$ cat src/rtl/core/lgce_pkg.sv
// ----------------------------------------------------------------------------
// LED group cross-fade engine package
// Shared sizes, register indexes and control structures.
// ----------------------------------------------------------------------------
package lgce_pkg;

  localparam int NumPixels = 16;
  localparam int NumGroups = 4;
  localparam int PixW      = $clog2(NumPixels);
  localparam int GrpW      = $clog2(NumGroups);

  localparam logic [2:0] REG_BASE_ORDER = 3'd0;
  localparam logic [2:0] REG_FADE_STEP  = 3'd1;
  localparam logic [2:0] REG_DELAY      = 3'd2;
  localparam logic [2:0] REG_MAX_BRIGHT = 3'd3;
  localparam logic [2:0] REG_MIN_BRIGHT = 3'd4;
  localparam logic [2:0] REG_PIXEL_CNT  = 3'd5;

  localparam logic [1:0] OP_TICK   = 2'd0;
  localparam logic [1:0] OP_ACTIVE = 2'd1;
  localparam logic [1:0] OP_COLOR  = 2'd2;
  localparam logic [1:0] OP_LOAD   = 2'd3;

  // Pass kinds run by the pixel sweep.
  typedef enum logic [1:0] {
    PASS_BUILD,
    PASS_BLEND,
    PASS_FINAL
  } pass_t;

  // Sweep request from the controller to the pixel engine.
  typedef struct packed {
    logic       start;
    pass_t      kind;
    logic [7:0] bright;
    logic [8:0] fade;
    logic [6:0] count;
  } sweep_req_t;

  // Divide a 16-bit product by 255 with floor.
  function automatic logic [7:0] div255(input logic [15:0] v);
    logic [16:0] q;
    begin
      q = ({1'b0, v} + 17'd1 + {9'd0, v[15:8]}) >> 8;
      div255 = q[7:0];
    end
  endfunction

endpackage

$ cat src/rtl/core/lgce_pix.sv
// ----------------------------------------------------------------------------
// LED group cross-fade pixel engine
// Holds pixel memories and sweeps them one pixel at a time to build
// targets or emit blended and final frames.
// ----------------------------------------------------------------------------
module lgce_pix (
  input  logic                        clk,
  input  logic                        rst_n,
  input  lgce_pkg::sweep_req_t        req,
  input  logic                        load_we,
  input  logic [lgce_pkg::PixW-1:0]   load_idx,
  input  logic [3:0]                  load_grp,
  input  logic [7:0]                  load_prof,
  input  logic                        col_we,
  input  logic [lgce_pkg::GrpW-1:0]   col_idx,
  input  logic [23:0]                 col_data,
  output logic                        busy,
  output logic                        out_valid,
  input  logic                        out_stall,
  output logic [5:0]                  out_pixel,
  output logic [7:0]                  out_red,
  output logic [7:0]                  out_green,
  output logic [7:0]                  out_blue,
  output logic                        frame_last
);

  localparam int PW = lgce_pkg::PixW;

  typedef enum logic [2:0] {
    S_IDLE,
    S_READ,
    S_SCALE,
    S_CALC,
    S_OUT
  } state_t;

  logic [11:0] map_mem [lgce_pkg::NumPixels];
  logic [23:0] shown_mem [lgce_pkg::NumPixels];
  logic [23:0] prev_mem [lgce_pkg::NumPixels];
  logic [23:0] targ_mem [lgce_pkg::NumPixels];
  logic [23:0] col_r [lgce_pkg::NumGroups];
  logic [lgce_pkg::NumPixels-1:0] shown_v_r, prev_v_r, targ_v_r;

  state_t       state_r;
  lgce_pkg::sweep_req_t cur_r;
  logic [PW:0]  idx_r;
  logic [6:0]   n_r;
  logic [11:0]  map_q_r;
  logic [23:0]  shown_q_r, prev_q_r, targ_q_r;
  logic [7:0]   f_r;
  logic [23:0]  res_r;
  logic [23:0]  col_sel;
  logic [15:0]  fprod;
  logic [23:0]  tgt_calc, blend_calc, prev_eff, targ_eff;
  logic [8:0]   t;
  logic [PW-1:0] ix;

  assign ix = idx_r[PW-1:0];
  assign t = (cur_r.fade > 9'd255) ? 9'd255 : cur_r.fade;
  assign busy = (state_r != S_IDLE);
  assign prev_eff = prev_v_r[ix] ? prev_q_r : 24'd0;
  assign targ_eff = targ_v_r[ix] ? targ_q_r : 24'd0;

  always_comb begin
    col_sel = 24'd0;
    if ({1'b0, map_q_r[11:8]} < 5'(lgce_pkg::NumGroups)) begin
      col_sel = col_r[map_q_r[8+lgce_pkg::GrpW-1:8]];
    end
    fprod = cur_r.bright * map_q_r[7:0];
    for (int c = 0; c < 3; c++) begin
      tgt_calc[c*8 +: 8] = lgce_pkg::div255(16'(col_sel[c*8 +: 8] * f_r));
      blend_calc[c*8 +: 8] = 8'(((18'(prev_eff[c*8 +: 8]) << 8)
        + 18'(targ_eff[c*8 +: 8]) * (18'd1 + 18'(t))
        - 18'(prev_eff[c*8 +: 8]) * 18'(t)) >> 8);
    end
  end

  always_ff @(posedge clk) begin
    if (load_we) begin
      map_mem[load_idx] <= {load_grp, load_prof};
    end
    map_q_r   <= map_mem[ix];
    shown_q_r <= shown_mem[ix];
    prev_q_r  <= prev_mem[ix];
    targ_q_r  <= targ_mem[ix];
    if (state_r == S_CALC && cur_r.kind == lgce_pkg::PASS_BUILD) begin
      if (7'(idx_r) < n_r) targ_mem[ix] <= tgt_calc;
      prev_mem[ix] <= shown_v_r[ix] ? shown_q_r : 24'd0;
    end
    if (state_r == S_OUT && !out_stall) begin
      shown_mem[ix] <= res_r;
    end
  end

  always_ff @(posedge clk) begin
    if (!rst_n) begin
      state_r   <= S_IDLE;
      idx_r     <= '0;
      out_valid <= 1'b0;
      shown_v_r <= '0;
      prev_v_r  <= '0;
      targ_v_r  <= '0;
      for (int g = 0; g < lgce_pkg::NumGroups; g++) col_r[g] <= 24'd0;
    end else begin
      if (col_we) col_r[col_idx] <= col_data;
      case (state_r)
        S_IDLE: begin
          if (req.start) begin
            cur_r <= req;
            n_r   <= (req.count < 7'(lgce_pkg::NumPixels)) ? req.count
                     : 7'(lgce_pkg::NumPixels);
            idx_r <= '0;
            if (req.count != 7'd0 || req.kind == lgce_pkg::PASS_BUILD) state_r <= S_READ;
          end
        end
        S_READ: begin
          // The read for this pixel is issued now; its data arrives next cycle.
          state_r <= (cur_r.kind == lgce_pkg::PASS_BUILD) ? S_SCALE : S_CALC;
        end
        S_SCALE: begin
          f_r     <= lgce_pkg::div255(fprod);
          state_r <= S_CALC;
        end
        S_CALC: begin
          case (cur_r.kind)
            lgce_pkg::PASS_BUILD: begin
              if (7'(idx_r) < n_r) targ_v_r[ix] <= 1'b1;
              prev_v_r[ix] <= 1'b1;
              if (7'(idx_r) + 7'd1 == 7'(lgce_pkg::NumPixels)) begin
                state_r <= S_IDLE;
              end else begin
                idx_r   <= idx_r + 1'b1;
                state_r <= S_READ;
              end
            end
            default: begin
              res_r <= (cur_r.kind == lgce_pkg::PASS_BLEND) ? blend_calc : targ_eff;
              out_pixel  <= 6'(idx_r);
              out_red    <= (cur_r.kind == lgce_pkg::PASS_BLEND) ? blend_calc[7:0]
                            : targ_eff[7:0];
              out_green  <= (cur_r.kind == lgce_pkg::PASS_BLEND) ? blend_calc[15:8]
                            : targ_eff[15:8];
              out_blue   <= (cur_r.kind == lgce_pkg::PASS_BLEND) ? blend_calc[23:16]
                            : targ_eff[23:16];
              frame_last <= (7'(idx_r) + 7'd1 == n_r);
              out_valid  <= 1'b1;
              state_r    <= S_OUT;
            end
          endcase
        end
        S_OUT: begin
          if (!out_stall) begin
            out_valid <= 1'b0;
            shown_v_r[ix] <= 1'b1;
            if (frame_last) begin
              state_r <= S_IDLE;
            end else begin
              idx_r   <= idx_r + 1'b1;
              state_r <= S_READ;
            end
          end
        end
        default: state_r <= S_IDLE;
      endcase
    end
  end

  assert property (@(posedge clk) disable iff (!rst_n)
    out_valid |-> state_r == S_OUT)
    else $error("result valid outside output state");
  assert property (@(posedge clk) disable iff (!rst_n)
    (out_valid && out_stall) |=> out_valid)
    else $error("result dropped while stalled");
  assert property (@(posedge clk) disable iff (!rst_n)
    (state_r == S_OUT && frame_last && !out_stall) |=> state_r == S_IDLE)
    else $error("sweep did not end after last pixel");

endmodule

$ cat src/rtl/core/led_group_crossfade_engine.sv
// ----------------------------------------------------------------------------
// LED group cross-fade engine
// Group colors, luminosity and fade sequencing over a pixel memory sweep.
//
// Channel | Direction | Handshake
// in_     | input     | in_valid / in_stall
// out_    | output    | out_valid / out_stall
// cfg_    | input     | cfg_valid / cfg_ready
//
// Non-tick requests and ticks in the idle phase are accepted without a stall.
// A building tick sweeps all 16 memory entries through read, scale and compute,
// and the input stalls until that sweep ends. An emitting tick steps each pixel
// in use through read, compute and output, held by output stalls; when no pixel
// is in use, the registered sweep start still stalls the input after the tick.
// Reset is synchronous; there is no clearing pass. Output stalls hold the sweep.
// ----------------------------------------------------------------------------
module led_group_crossfade_engine (
  input  logic       clk,
  input  logic       rst_n,
  input  logic       in_valid,
  output logic       in_stall,
  input  logic [1:0] in_opcode,
  input  logic       in_active,
  input  logic [3:0] in_group_index,
  input  logic [7:0] in_red_in,
  input  logic [7:0] in_green_in,
  input  logic [7:0] in_blue_in,
  input  logic [8:0] in_group_order,
  input  logic [5:0] in_pixel_index,
  input  logic [7:0] in_profile_value,
  output logic       out_valid,
  input  logic       out_stall,
  output logic [5:0] out_pixel,
  output logic [7:0] out_red,
  output logic [7:0] out_green,
  output logic [7:0] out_blue,
  output logic       out_frame_last,
  input  logic       cfg_valid,
  output logic       cfg_ready,
  input  logic [2:0] cfg_index,
  input  logic [15:0] cfg_data
);

  typedef enum logic [1:0] { PH_IDLE, PH_SCHED, PH_CHANGING, PH_FINISHED } phase_t;
  typedef enum logic [1:0] { LUM_BRIGHT, LUM_DSTART, LUM_DELAY, LUM_DIM } lum_t;

  logic [8:0]  base_r;
  logic [7:0]  step_r, maxb_r, minb_r;
  logic [15:0] delay_r;
  logic [6:0]  cnt_r;
  phase_t      phase_r;
  lum_t        lum_r;
  logic [8:0]  fade_r;
  logic [16:0] dcnt_r;
  logic        busy, acc, tick, pend_r;
  lgce_pkg::sweep_req_t req;
  logic [7:0]  wire_c [3];
  logic [23:0] col_data;
  logic [2:0]  p;
  logic [8:0]  fade_nxt;
  phase_t      phase_nxt;

  assign cfg_ready = 1'b1;
  assign in_stall = busy | pend_r;
  assign acc  = in_valid & ~in_stall;
  assign tick = acc && in_opcode == lgce_pkg::OP_TICK;

  always_comb begin
    wire_c[0] = 8'd0; wire_c[1] = 8'd0; wire_c[2] = 8'd0;
    p = in_group_order[8:6]; if (p < 3'd3) wire_c[p[1:0]] = in_red_in;
    p = in_group_order[5:3]; if (p < 3'd3) wire_c[p[1:0]] = in_green_in;
    p = in_group_order[2:0]; if (p < 3'd3) wire_c[p[1:0]] = in_blue_in;
    if (in_group_order == base_r) begin
      col_data = {in_blue_in, in_green_in, in_red_in};
    end else begin
      col_data[7:0]   = (base_r[8:6] < 3'd3) ? wire_c[base_r[7:6]] : 8'd0;
      col_data[15:8]  = (base_r[5:3] < 3'd3) ? wire_c[base_r[4:3]] : 8'd0;
      col_data[23:16] = (base_r[2:0] < 3'd3) ? wire_c[base_r[1:0]] : 8'd0;
    end
  end

  always_comb begin
    req.start  = tick && phase_r != PH_IDLE;
    req.kind   = (phase_r == PH_SCHED) ? lgce_pkg::PASS_BUILD :
                 (phase_r == PH_CHANGING) ? lgce_pkg::PASS_BLEND : lgce_pkg::PASS_FINAL;
    req.bright = (lum_r == LUM_BRIGHT || lum_r == LUM_DELAY) ? maxb_r : minb_r;
    req.fade   = fade_r;
    req.count  = cnt_r;
    fade_nxt   = fade_r;
    phase_nxt  = phase_r;
    case (phase_r)
      PH_SCHED: begin
        fade_nxt = 9'd0;
        phase_nxt = PH_CHANGING;
      end
      PH_CHANGING: begin
        fade_nxt = ((fade_r > 9'd255) ? 9'd255 : fade_r) + {1'b0, step_r};
        if (fade_nxt >= 9'd255) phase_nxt = PH_FINISHED;
      end
      PH_FINISHED: phase_nxt = PH_IDLE;
      default: ;
    endcase
  end

  always_ff @(posedge clk) begin
    if (!rst_n) begin
      base_r <= 9'd66; step_r <= 8'd16; delay_r <= 16'd100;
      maxb_r <= 8'd255; minb_r <= 8'd0; cnt_r <= 7'd16;
      phase_r <= PH_IDLE; lum_r <= LUM_BRIGHT; fade_r <= 9'd0; dcnt_r <= 17'd0;
      pend_r <= 1'b0;
    end else begin
      pend_r <= req.start;
      if (cfg_valid) begin
        case (cfg_index)
          lgce_pkg::REG_BASE_ORDER: base_r  <= cfg_data[8:0];
          lgce_pkg::REG_FADE_STEP:  step_r  <= cfg_data[7:0];
          lgce_pkg::REG_DELAY:      delay_r <= cfg_data;
          lgce_pkg::REG_MAX_BRIGHT: maxb_r  <= cfg_data[7:0];
          lgce_pkg::REG_MIN_BRIGHT: minb_r  <= cfg_data[7:0];
          lgce_pkg::REG_PIXEL_CNT:  cnt_r   <= cfg_data[6:0];
          default: ;
        endcase
      end
      if (acc) begin
        case (in_opcode)
          lgce_pkg::OP_TICK: begin
            phase_r <= phase_nxt;
            fade_r  <= fade_nxt;
            if (lum_r == LUM_DSTART) begin
              dcnt_r <= 17'd0;
              lum_r  <= LUM_DELAY;
            end else if (lum_r == LUM_DELAY) begin
              if ((dcnt_r + 17'(dcnt_r != 17'h1FFFF)) > {1'b0, delay_r}) begin
                lum_r   <= LUM_DIM;
                phase_r <= PH_SCHED;
              end
              if (dcnt_r != 17'h1FFFF) dcnt_r <= dcnt_r + 17'd1;
            end
          end
          lgce_pkg::OP_ACTIVE: begin
            if (in_active) begin
              lum_r <= LUM_BRIGHT;
              phase_r <= PH_SCHED;
            end else begin
              lum_r <= LUM_DSTART;
            end
          end
          lgce_pkg::OP_COLOR: begin
            if ({1'b0, in_group_index} < 5'(lgce_pkg::NumGroups)) phase_r <= PH_SCHED;
          end
          default: ;
        endcase
      end
    end
  end

  lgce_pix u_pix (
    .clk(clk), .rst_n(rst_n), .req(req),
    .load_we(acc && in_opcode == lgce_pkg::OP_LOAD
             && {1'b0, in_pixel_index} < 7'(lgce_pkg::NumPixels)),
    .load_idx(in_pixel_index[lgce_pkg::PixW-1:0]),
    .load_grp(in_group_index), .load_prof(in_profile_value),
    .col_we(acc && in_opcode == lgce_pkg::OP_COLOR
            && {1'b0, in_group_index} < 5'(lgce_pkg::NumGroups)),
    .col_idx(in_group_index[lgce_pkg::GrpW-1:0]), .col_data(col_data),
    .busy(busy), .out_valid(out_valid), .out_stall(out_stall),
    .out_pixel(out_pixel), .out_red(out_red), .out_green(out_green),
    .out_blue(out_blue), .frame_last(out_frame_last)
  );

  assert property (@(posedge clk) disable iff (!rst_n)
    req.start |=> in_stall)
    else $error("request accepted while sweep starting");
  assert property (@(posedge clk) disable iff (!rst_n)
    out_valid |-> in_stall)
    else $error("request accepted during frame output");
  assert property (@(posedge clk) disable iff (!rst_n)
    (lum_r == LUM_DSTART && tick) |=> lum_r == LUM_DELAY)
    else $error("delay did not start");

endmodule

$ cat config.mk
export PLATFORM = sky130hd
export DESIGN_NAME = led_group_crossfade_engine
export DESIGN_NICKNAME = d
export VERILOG_FILES = /design/src/rtl/core/lgce_pkg.sv /design/src/rtl/core/lgce_pix.sv /design/src/rtl/core/led_group_crossfade_engine.sv
export SDC_FILE = /design/constraint.sdc
export NUM_CORES = 2
export LEC_CHECK = 0
export BUFFER_PORTS_ARGS = -buffer_cell sky130_fd_sc_hd__buf_2
export CORE_ASPECT_RATIO = 1.5
export CORE_MARGIN = 8
export CORE_UTILIZATION = 55
export CTS_CLUSTER_DIAMETER = 80
export CTS_CLUSTER_SIZE = 24
export DETAILED_ROUTE_END_ITERATION = 10
export PLACE_DENSITY = 0.71
export REMOVE_ABC_BUFFERS = 1
export SETUP_SLACK_MARGIN = 0.3
export SYNTH_ARGS = -nofsm -noshare
export SYNTH_HDL_FRONTEND = slang
export SYNTH_SLANG_ARGS = --single-unit
$ cat constraint.sdc
create_clock -name clk -period 15.4 [get_ports clk]
set_input_delay 3.08 -clock clk [delete_from_list [all_inputs] [get_ports clk]]
set_output_delay 3.08 -clock clk [all_outputs]
set_load 0.01 [all_outputs]
# [After elaboration in Yosys (flattened, before gate mapping)]
# Memory sizes are Yosys's and may differ from the RTL's. A register that Yosys moved wholly into a read port is not among the register bits.
# Cells that the tools add are included.
[op_classes] n_addsub=20 multipliers=10 n_lt_le_gt_ge=26 n_eq_ne=33 muxes=95 n_bitwise=15 n_reduce_logical=51
[ops] op="two-way mux 24 bit" n=10
[ops] op="two-way mux 8 bit" n=16
[ops] op="adder 16 x 1 -> 16 bit (second input constant)" n=4
[ops] op="adder 16 x 8 -> 16 bit" n=4
[ops] op="multiplier 8 x 8 -> 16 bit" n=4
[ops] op="multiplier 8 x 18 -> 16 bit" n=3
[ops] op="two-way mux 17 bit" n=3
[ops] op="adder 16 bit" n=3
[ops] op="binary-select mux 8 bit (select 2 bit)" n=3
[ops] op="bitwise mux 24 bit" n=2
[ops] op="demux 8 bit (select 2 bit)" n=3
[ops] op="multiplier 8 x 9 -> 16 bit" n=3
[ops] op="OR 16 bit" n=3
[ops] op="subtractor 16 bit" n=3
[ops] op="two-way mux 5 bit" n=5
[ops] op="bitwise AND 24 bit" n=1
[ops] op="two-way mux 1 bit" n=24
[ops] op="two-way mux 2 bit" n=12
[ops] op="OR reduction 24 bit" n=1
[ops] op="greater-or-equal comparator 3 bit (second input constant)" n=6
[ops] op="greater-than comparator 9 x 8 -> 1 bit (second input constant)" n=2
[ops] op="less-than comparator 3 x 2 -> 1 bit (second input constant)" n=6
[ops] op="two-way mux 9 bit" n=2
[ops] op="inverter 2 -> 3 bit" n=6
[ops] op="other kinds (51)" n=121
[totals] ff_bits=232 mem_bits_rw=1440 out_inout_bits=34 mem_count=5
[mem_list] name="u_pix.prev_mem" words=16 width=24 rd=1 rd_clocked_by_memory_dff=1 write_ports=1 line_no="lgce_pix.sv:39" source="logic [23:0] prev_mem [lgce_pkg::NumPixels];"
[mem_list] name="u_pix.shown_mem" words=16 width=24 rd=1 rd_clocked_by_memory_dff=1 write_ports=1 line_no="lgce_pix.sv:38" source="logic [23:0] shown_mem [lgce_pkg::NumPixels];"
[mem_list] name="u_pix.targ_mem" words=16 width=24 rd=1 rd_clocked_by_memory_dff=1 write_ports=1 line_no="lgce_pix.sv:40" source="logic [23:0] targ_mem [lgce_pkg::NumPixels];"
[mem_list] name="u_pix.map_mem" words=16 width=12 rd=1 rd_clocked_by_memory_dff=1 write_ports=1 line_no="lgce_pix.sv:37" source="logic [11:0] map_mem [lgce_pkg::NumPixels];"
[mem_list] name="u_pix.col_r" words=4 width=24 rd=1 rd_clocked_by_memory_dff=0 write_ports=4 line_no="lgce_pix.sv:41" source="logic [23:0] col_r [lgce_pkg::NumGroups];"

# [Logic depth before layout (Yosys ltp)]
[logic_depth] word_depth=17 ltp_mapped=34 depth_no_buf=32

# [By module]
# A second synthesis with hierarchy kept.
[unflattened] hier_cells=6444 hier_area_um2=91893.1
[by_module_without_submodules] mod="lgce_pix" instances=1 cells_each=5646 area_per_inst_um2=85736.0 seq_area_each_um2=47986.0
[by_module_without_submodules] mod="led_group_crossfade_engine" instances=1 cells_each=798 area_per_inst_um2=6157.2 seq_area_each_um2=1741.7

# [Worst setup path before layout]
# Ideal clock, no wire load.
[synth_path] kind="flip-flop to flip-flop" from="register u_pix.map_q_r[8] (read register of u_pix.map_mem)" to="memory u_pix.targ_mem[0][7] (data pin)" setup_time_ns=0.289 arrival_time_ns=7.754 required_ns=15.111 setup_slack_ns=7.357 path_stages_with_launch=32 path_buffers=3 cell_sequence="dfxtp_1 clkbuf_1 buf_1 mux4_2 and2_1 clkbuf_1 nand2_1 fa_1 fa_1 inv_1 fa_1 inv_1 fa_1 inv_1 ha_1 inv_1 o21bai_1 a21oi_1 o21bai_1 a21oi_1 o21ai_0 or4_1 o21ai_0 xnor2_1 ha_1 and4_1 o21ai_0 a21oi_1 and3_1 nand2_1 nor4b_1 xor2_1"
[synth_via] elab_chain_len=5 word_cells_on_any_way=6 classes_between="add/sub: 2; mul: 1; order compare: 1; mux: 1; memory: 1"
[synth_rtl] item="start, declared" line_no="lgce_pix.sv:48" source="logic [11:0] map_q_r;"
[synth_rtl] item="less-than comparator 4 x 3 -> 1 bit or memory (4 x 24 bit) (tied branches)"
[synth_rtl] item="two-way mux 24 bit (*)" line_no="lgce_pix.sv:66" source="if ({1'b0, map_q_r[11:8]} < 5'(lgce_pkg::NumGroups)) begin"
[synth_rtl] item="multiplier 8 x 8 -> 16 bit (*)" line_no="lgce_pix.sv:71" source="tgt_calc[c*8 +: 8] = lgce_pkg::div255(16'(col_sel[c*8 +: 8] * f_r));"
[synth_rtl] item="adder 16 x 1 -> 16 bit" line_no="lgce_pkg.sv:44" source="q = ({1'b0, v} + 17'd1 + {9'd0, v[15:8]}) >> 8;"
[synth_rtl] item="adder 16 x 8 -> 16 bit (*)" line_no="lgce_pkg.sv:44"
[synth_rtl] item="via u_pix.tgt_calc[7]" line_no="lgce_pix.sv:54" source="logic [23:0] tgt_calc, blend_calc, prev_eff, targ_eff;"
[synth_rtl] item="end, declared" line_no="lgce_pix.sv:40"
# Mark *: on every way through the listed nets, which the timed path passes. The rest lies on a longest branch.

# [Final worst setup path]
[layout_path] from="register u_pix.idx_r[2]" to="register u_pix.res_r[7] (data pin)"
[layout_via] elab_chain_len=7 word_cells_on_any_way=11 classes_between="add/sub: 2; mul: 2; mux: 7"
[layout_rtl] item="start, declared" line_no="lgce_pix.sv:46" source="logic [PW:0] idx_r;"
[layout_rtl] item="start signal, assigned" line_no="lgce_pix.sv:132" source="idx_r <= idx_r + 1'b1;"
[layout_rtl] item="start signal, assigned" line_no="lgce_pix.sv:158" source="idx_r <= idx_r + 1'b1;"
[layout_rtl] item="binary-select mux 1 bit (select 4 bit)" line_no="lgce_pix.sv:62" source="assign targ_eff = targ_v_r[ix] ? targ_q_r : 24'd0;"
[layout_rtl] item="two-way mux 1 bit (implied by the code)" line_no="lgce_pix.sv:62"
[layout_rtl] item="two-way mux 24 bit" line_no="lgce_pix.sv:62"
[layout_rtl] item="multiplier 8 x 18 -> 16 bit" line_no="lgce_pix.sv:73" source="+ 18'(targ_eff[c*8 +: 8]) * (18'd1 + 18'(t))"
[layout_rtl] item="adder 16 bit" line_no="lgce_pix.sv:73"
[layout_rtl] item="subtractor 16 bit" line_no="lgce_pix.sv:74" source="- 18'(prev_eff[c*8 +: 8]) * 18'(t)) >> 8);"
[layout_rtl] item="two-way mux 24 bit (*)" line_no="lgce_pix.sv:137" source="res_r <= (cur_r.kind == lgce_pkg::PASS_BLEND) ? blend_calc : targ_eff;"
[layout_rtl] item="end signal, assigned" line_no="lgce_pix.sv:137"
[layout_rtl] item="end, declared" line_no="lgce_pix.sv:51" source="logic [23:0] res_r;"
# Mark *: on every way between the ends. The rest lies on a longest branch, timed or not. The select of a mux whose other input is x is not followed.
# A chain may end at the register's enable or synchronous reset.

==> flow_metrics.env <==
export IMPL_outcome="complete, no violations"
export IMPL_grt_max_degree=119
export IMPL_rows=183
export IMPL_synth_seq_cells=1732
export IMPL_syn2layout_area_growth_pct=6.84
export IMPL_required_ps=15840
export IMPL_cts_setup_buffers=0
export IMPL_port_buffers=109
export IMPL_ant_nets=0
export IMPL_synth_distinct_cells=84
export IMPL_h_tree_depth=3
export IMPL_antenna_found_initial=7
export IMPL_r2r_slack_ps=5960
export IMPL_cp_max_fo=68
export IMPL_worstSetupPathType="flip-flop to flip-flop"
export IMPL_hold_viol=0
export IMPL_cts_hold_fix_buffers=0
export IMPL_cap_violations=0
export IMPL_setup_tns_final_ps=0
export IMPL_synth_main_ff_cell="edfxtp_1"
export IMPL_hpwl_mm=148
export IMPL_async_reset_ff_share_pct=0
export IMPL_relSlewSlack_pct=12.5
export IMPL_timing_final_crit_period_ps=9440
export IMPL_cts_sinks=1732
export IMPL_drc_errors=0
export IMPL_synth_common_cells="1504 x edfxtp_1, 828 x inv_1, 514 x fa_1"
export IMPL_path_delay_family="adder cells"
export IMPL_netlist_area_mm2=0.0914
export IMPL_cpMaxStageDelayCell="buf_4"
export IMPL_slowest_delay_ps=710
export IMPL_synth_cells=6381
export IMPL_hold_path_class="flip-flop to flip-flop"
export IMPL_tightest_slew_ps=1310
export IMPL_cts_buffers=84
export IMPL_tritoncts="yes"
export IMPL_die_area_mm2=0.180
export IMPL_synth_most_common_cell="edfxtp_1"
export IMPL_die_x_um=349
export IMPL_wl_per_cell_um=25.2
export IMPL_core_mm2=0.166
export IMPL_layout_drive_gt1_share_pct=14.3
export IMPL_synth_warnings=0
export IMPL_cp_start_kind="flip-flop"
export IMPL_drt_total_wl_mm=221
export IMPL_io_pins=112
export IMPL_cpMostUsedCell="fa_1"
export IMPL_syn_avg_cell_area_um2=14.3
export IMPL_vias_per_cell=5.91
export IMPL_yosysTopAreaCellShare_pct=49.4
export IMPL_gp_congestion=0.964
export IMPL_place_inst=8583
export IMPL_final_nets=7436
export IMPL_dr_pass1_iters=5
export IMPL_report_final_slew_viol_count=0
export IMPL_p_leak_nw=36.2
export IMPL_start_util_pct=55.2
export IMPL_floorplan_die_height_um=515
export IMPL_track_usage_pct=24.6
export IMPL_first_iter_violations=3850
export IMPL_critPathBufInv=6
export IMPL_yosysTopAreaCell="edfxtp_1"
export IMPL_power_density_mw_per_mm2=86.5
export IMPL_postCtsResizedCells=0
export IMPL_worstSetupEndpointType="flip-flop"
export IMPL_dr_total_vias=51700
export IMPL_synth_edf_count=1504
export IMPL_ys_seq_area_share_pct=54.4
export IMPL_stdcell_count=8750
export IMPL_path_clk_slew_ps=100
export IMPL_rsz0062_at_grt="false"
export IMPL_skew_ps=74.4
export IMPL_ir_worst_vdd_mv=0.0920
export IMPL_clock_latency_ps=750
export IMPL_arrival_ps=9880
export IMPL_grt_pass1_vias=55100
export IMPL_grt_pass1_wl_mm=333
export IMPL_final_setup_viol_count=0
export IMPL_fmax_mhz=106
export IMPL_clock_path_buffers=3
export IMPL_synthTopCellsByArea="edfxtp_1 49%, fa_1 11%, mux4_2 11%, ha_1 5.4%, dfxtp_1 5.0%"
export IMPL_fillCellCount=12600
export IMPL_overflow=0
export IMPL_clock_root_buffer="clkbuf_16"
export IMPL_period_share_pct=61.3
==> routing by layer <==
metal	up-vias	routed length, um	track usage [%]
met4	4	12200	12.1
met5	-	28	0
met2	1845	116000	44.7
met1	26800	78700	28.5
met3	485	13900	3.52
li1	22600	-	-
==> kinds of logic (layout without fill, tap and decap cells) <==
| kind of cell | count (synthesis) | in the layout | synth area share [%] |
|---|---|---|---|
| xor gates and xnor gates | 176 | 176 | 1.69 |
| adders and majority gates | 909 | 909 | 16.7 |
| muxes | 506 | 506 | 11.8 |
| and+or+nand+nor | 1512 | 1512 | 7.80 |
| AOI/OAI and AO/OA | 426 | 426 | 3.02 |
| DFF | 1732 | 1732 | 54.4 |
| buffers and inverters | 1118 | 1215 | 4.62 |
| other | 2 | 54 | 0.00822 |
==> power breakdown <==
part           internal [mW]  total [mW]  switching (mW)
Combinational          0.328       0.807           0.479
Clock                   1.07        2.53            1.46
Sequential              5.08        5.10          0.0203
==> worst paths after layout <==
check,start,endpoint,cells after the start
worst max register to register,u_pix.idx_r[2],u_pix.res_r[7],30
worst min register to register,fade_r[3],u_pix.cur_r[10],0
worst max-delay path,u_pix.idx_r[2],u_pix.res_r[7],30
worst min-delay path,fade_r[3],u_pix.cur_r[10],0
==> final cells by class <==
class	instances	area [um^2]	share of cell area, %
Antenna cell	11	27.5	0.0282
Clock buffer	143	2330	2.39
Clock inverter	13	256	0.263
Inverter	834	3130	3.21
Multi-Input combinational cell	3572	38000	38.9
Sequential cell	1732	49700	50.9
Tap cell	2220	2780	2.84
Timing Repair Buffer	225	1440	1.48
==> state kept, by name, summed over array words and instances, names as in the netlist, 8 cells and up <==
name / count
u_pix.shown_mem: 384
delay_r: 16
u_pix.targ_q_r: 24
u_pix.shown_q_r: 24
u_pix.prev_mem: 384
dcnt_r: 17
base_r: 9
u_pix.map_q_r: 12
u_pix.targ_mem: 384
u_pix.map_mem: 192
u_pix.out_blue: 8
minb_r: 8
fade_r: 9
u_pix.prev_q_r: 24
u_pix.prev_v_r: 16
maxb_r: 8
u_pix.col_r: 96
u_pix.f_r: 8
u_pix.targ_v_r: 16
u_pix.shown_v_r: 16
u_pix.cur_r: 19
step_r: 8
==> through the flow <==
stage / util (%) / hold WS [ps] / worst slack [ps] / total power [mW] / cell area, um^2
after global placement: 57.4 / 435 / 6270 / 6.00 / 95000
after detailed placement: 57.4 / 448 / 6070 / 6.02 / 95000
after floorplan: - / 422 / -7640 / 5.79 / 90500
after CTS: 59.0 / 411 / 5970 / 8.50 / 97600
after global routing: 59.0 / 441 / 5460 / 8.74 / 97700
final: 59.0 / 415 / 5960 / 8.44 / 97700
==> placed cells by master (no fill, tap or decap), types with 14 or more instances in the layout <==
| cell type | instances |
|---|---|
| buf_4 | 114 |
| mux4_2 | 453 |
| nand2_1 | 504 |
| or2_2 | 39 |
| a21o_1 | 25 |
| fa_1 | 514 |
| nand3_1 | 89 |
| and2_2 | 15 |
| xor2_1 | 63 |
| o21ai_1 | 14 |
| xnor2_1 | 111 |
| and2_1 | 124 |
| clkbuf_1 | 58 |
| nor2b_4 | 15 |
| buf_2 | 109 |
| o21a_1 | 31 |
| nor2_4 | 15 |
| inv_1 | 828 |
| a21oi_1 | 128 |
| conb_1 | 43 |
| nor2b_1 | 26 |
| and3_1 | 183 |
| a22oi_1 | 52 |
| mux2i_1 | 23 |
| ha_1 | 395 |
| o21ai_0 | 57 |
| nor3_1 | 33 |
| nand4_1 | 19 |
| dfxtp_1 | 223 |
| o21bai_1 | 24 |
| mux2_2 | 28 |
| edfxtp_1 | 1504 |
| clkbuf_16 | 84 |
| o22ai_1 | 27 |
| nand2b_1 | 18 |
| nor2_1 | 369 |
Power figures use the tool's default switching activity.
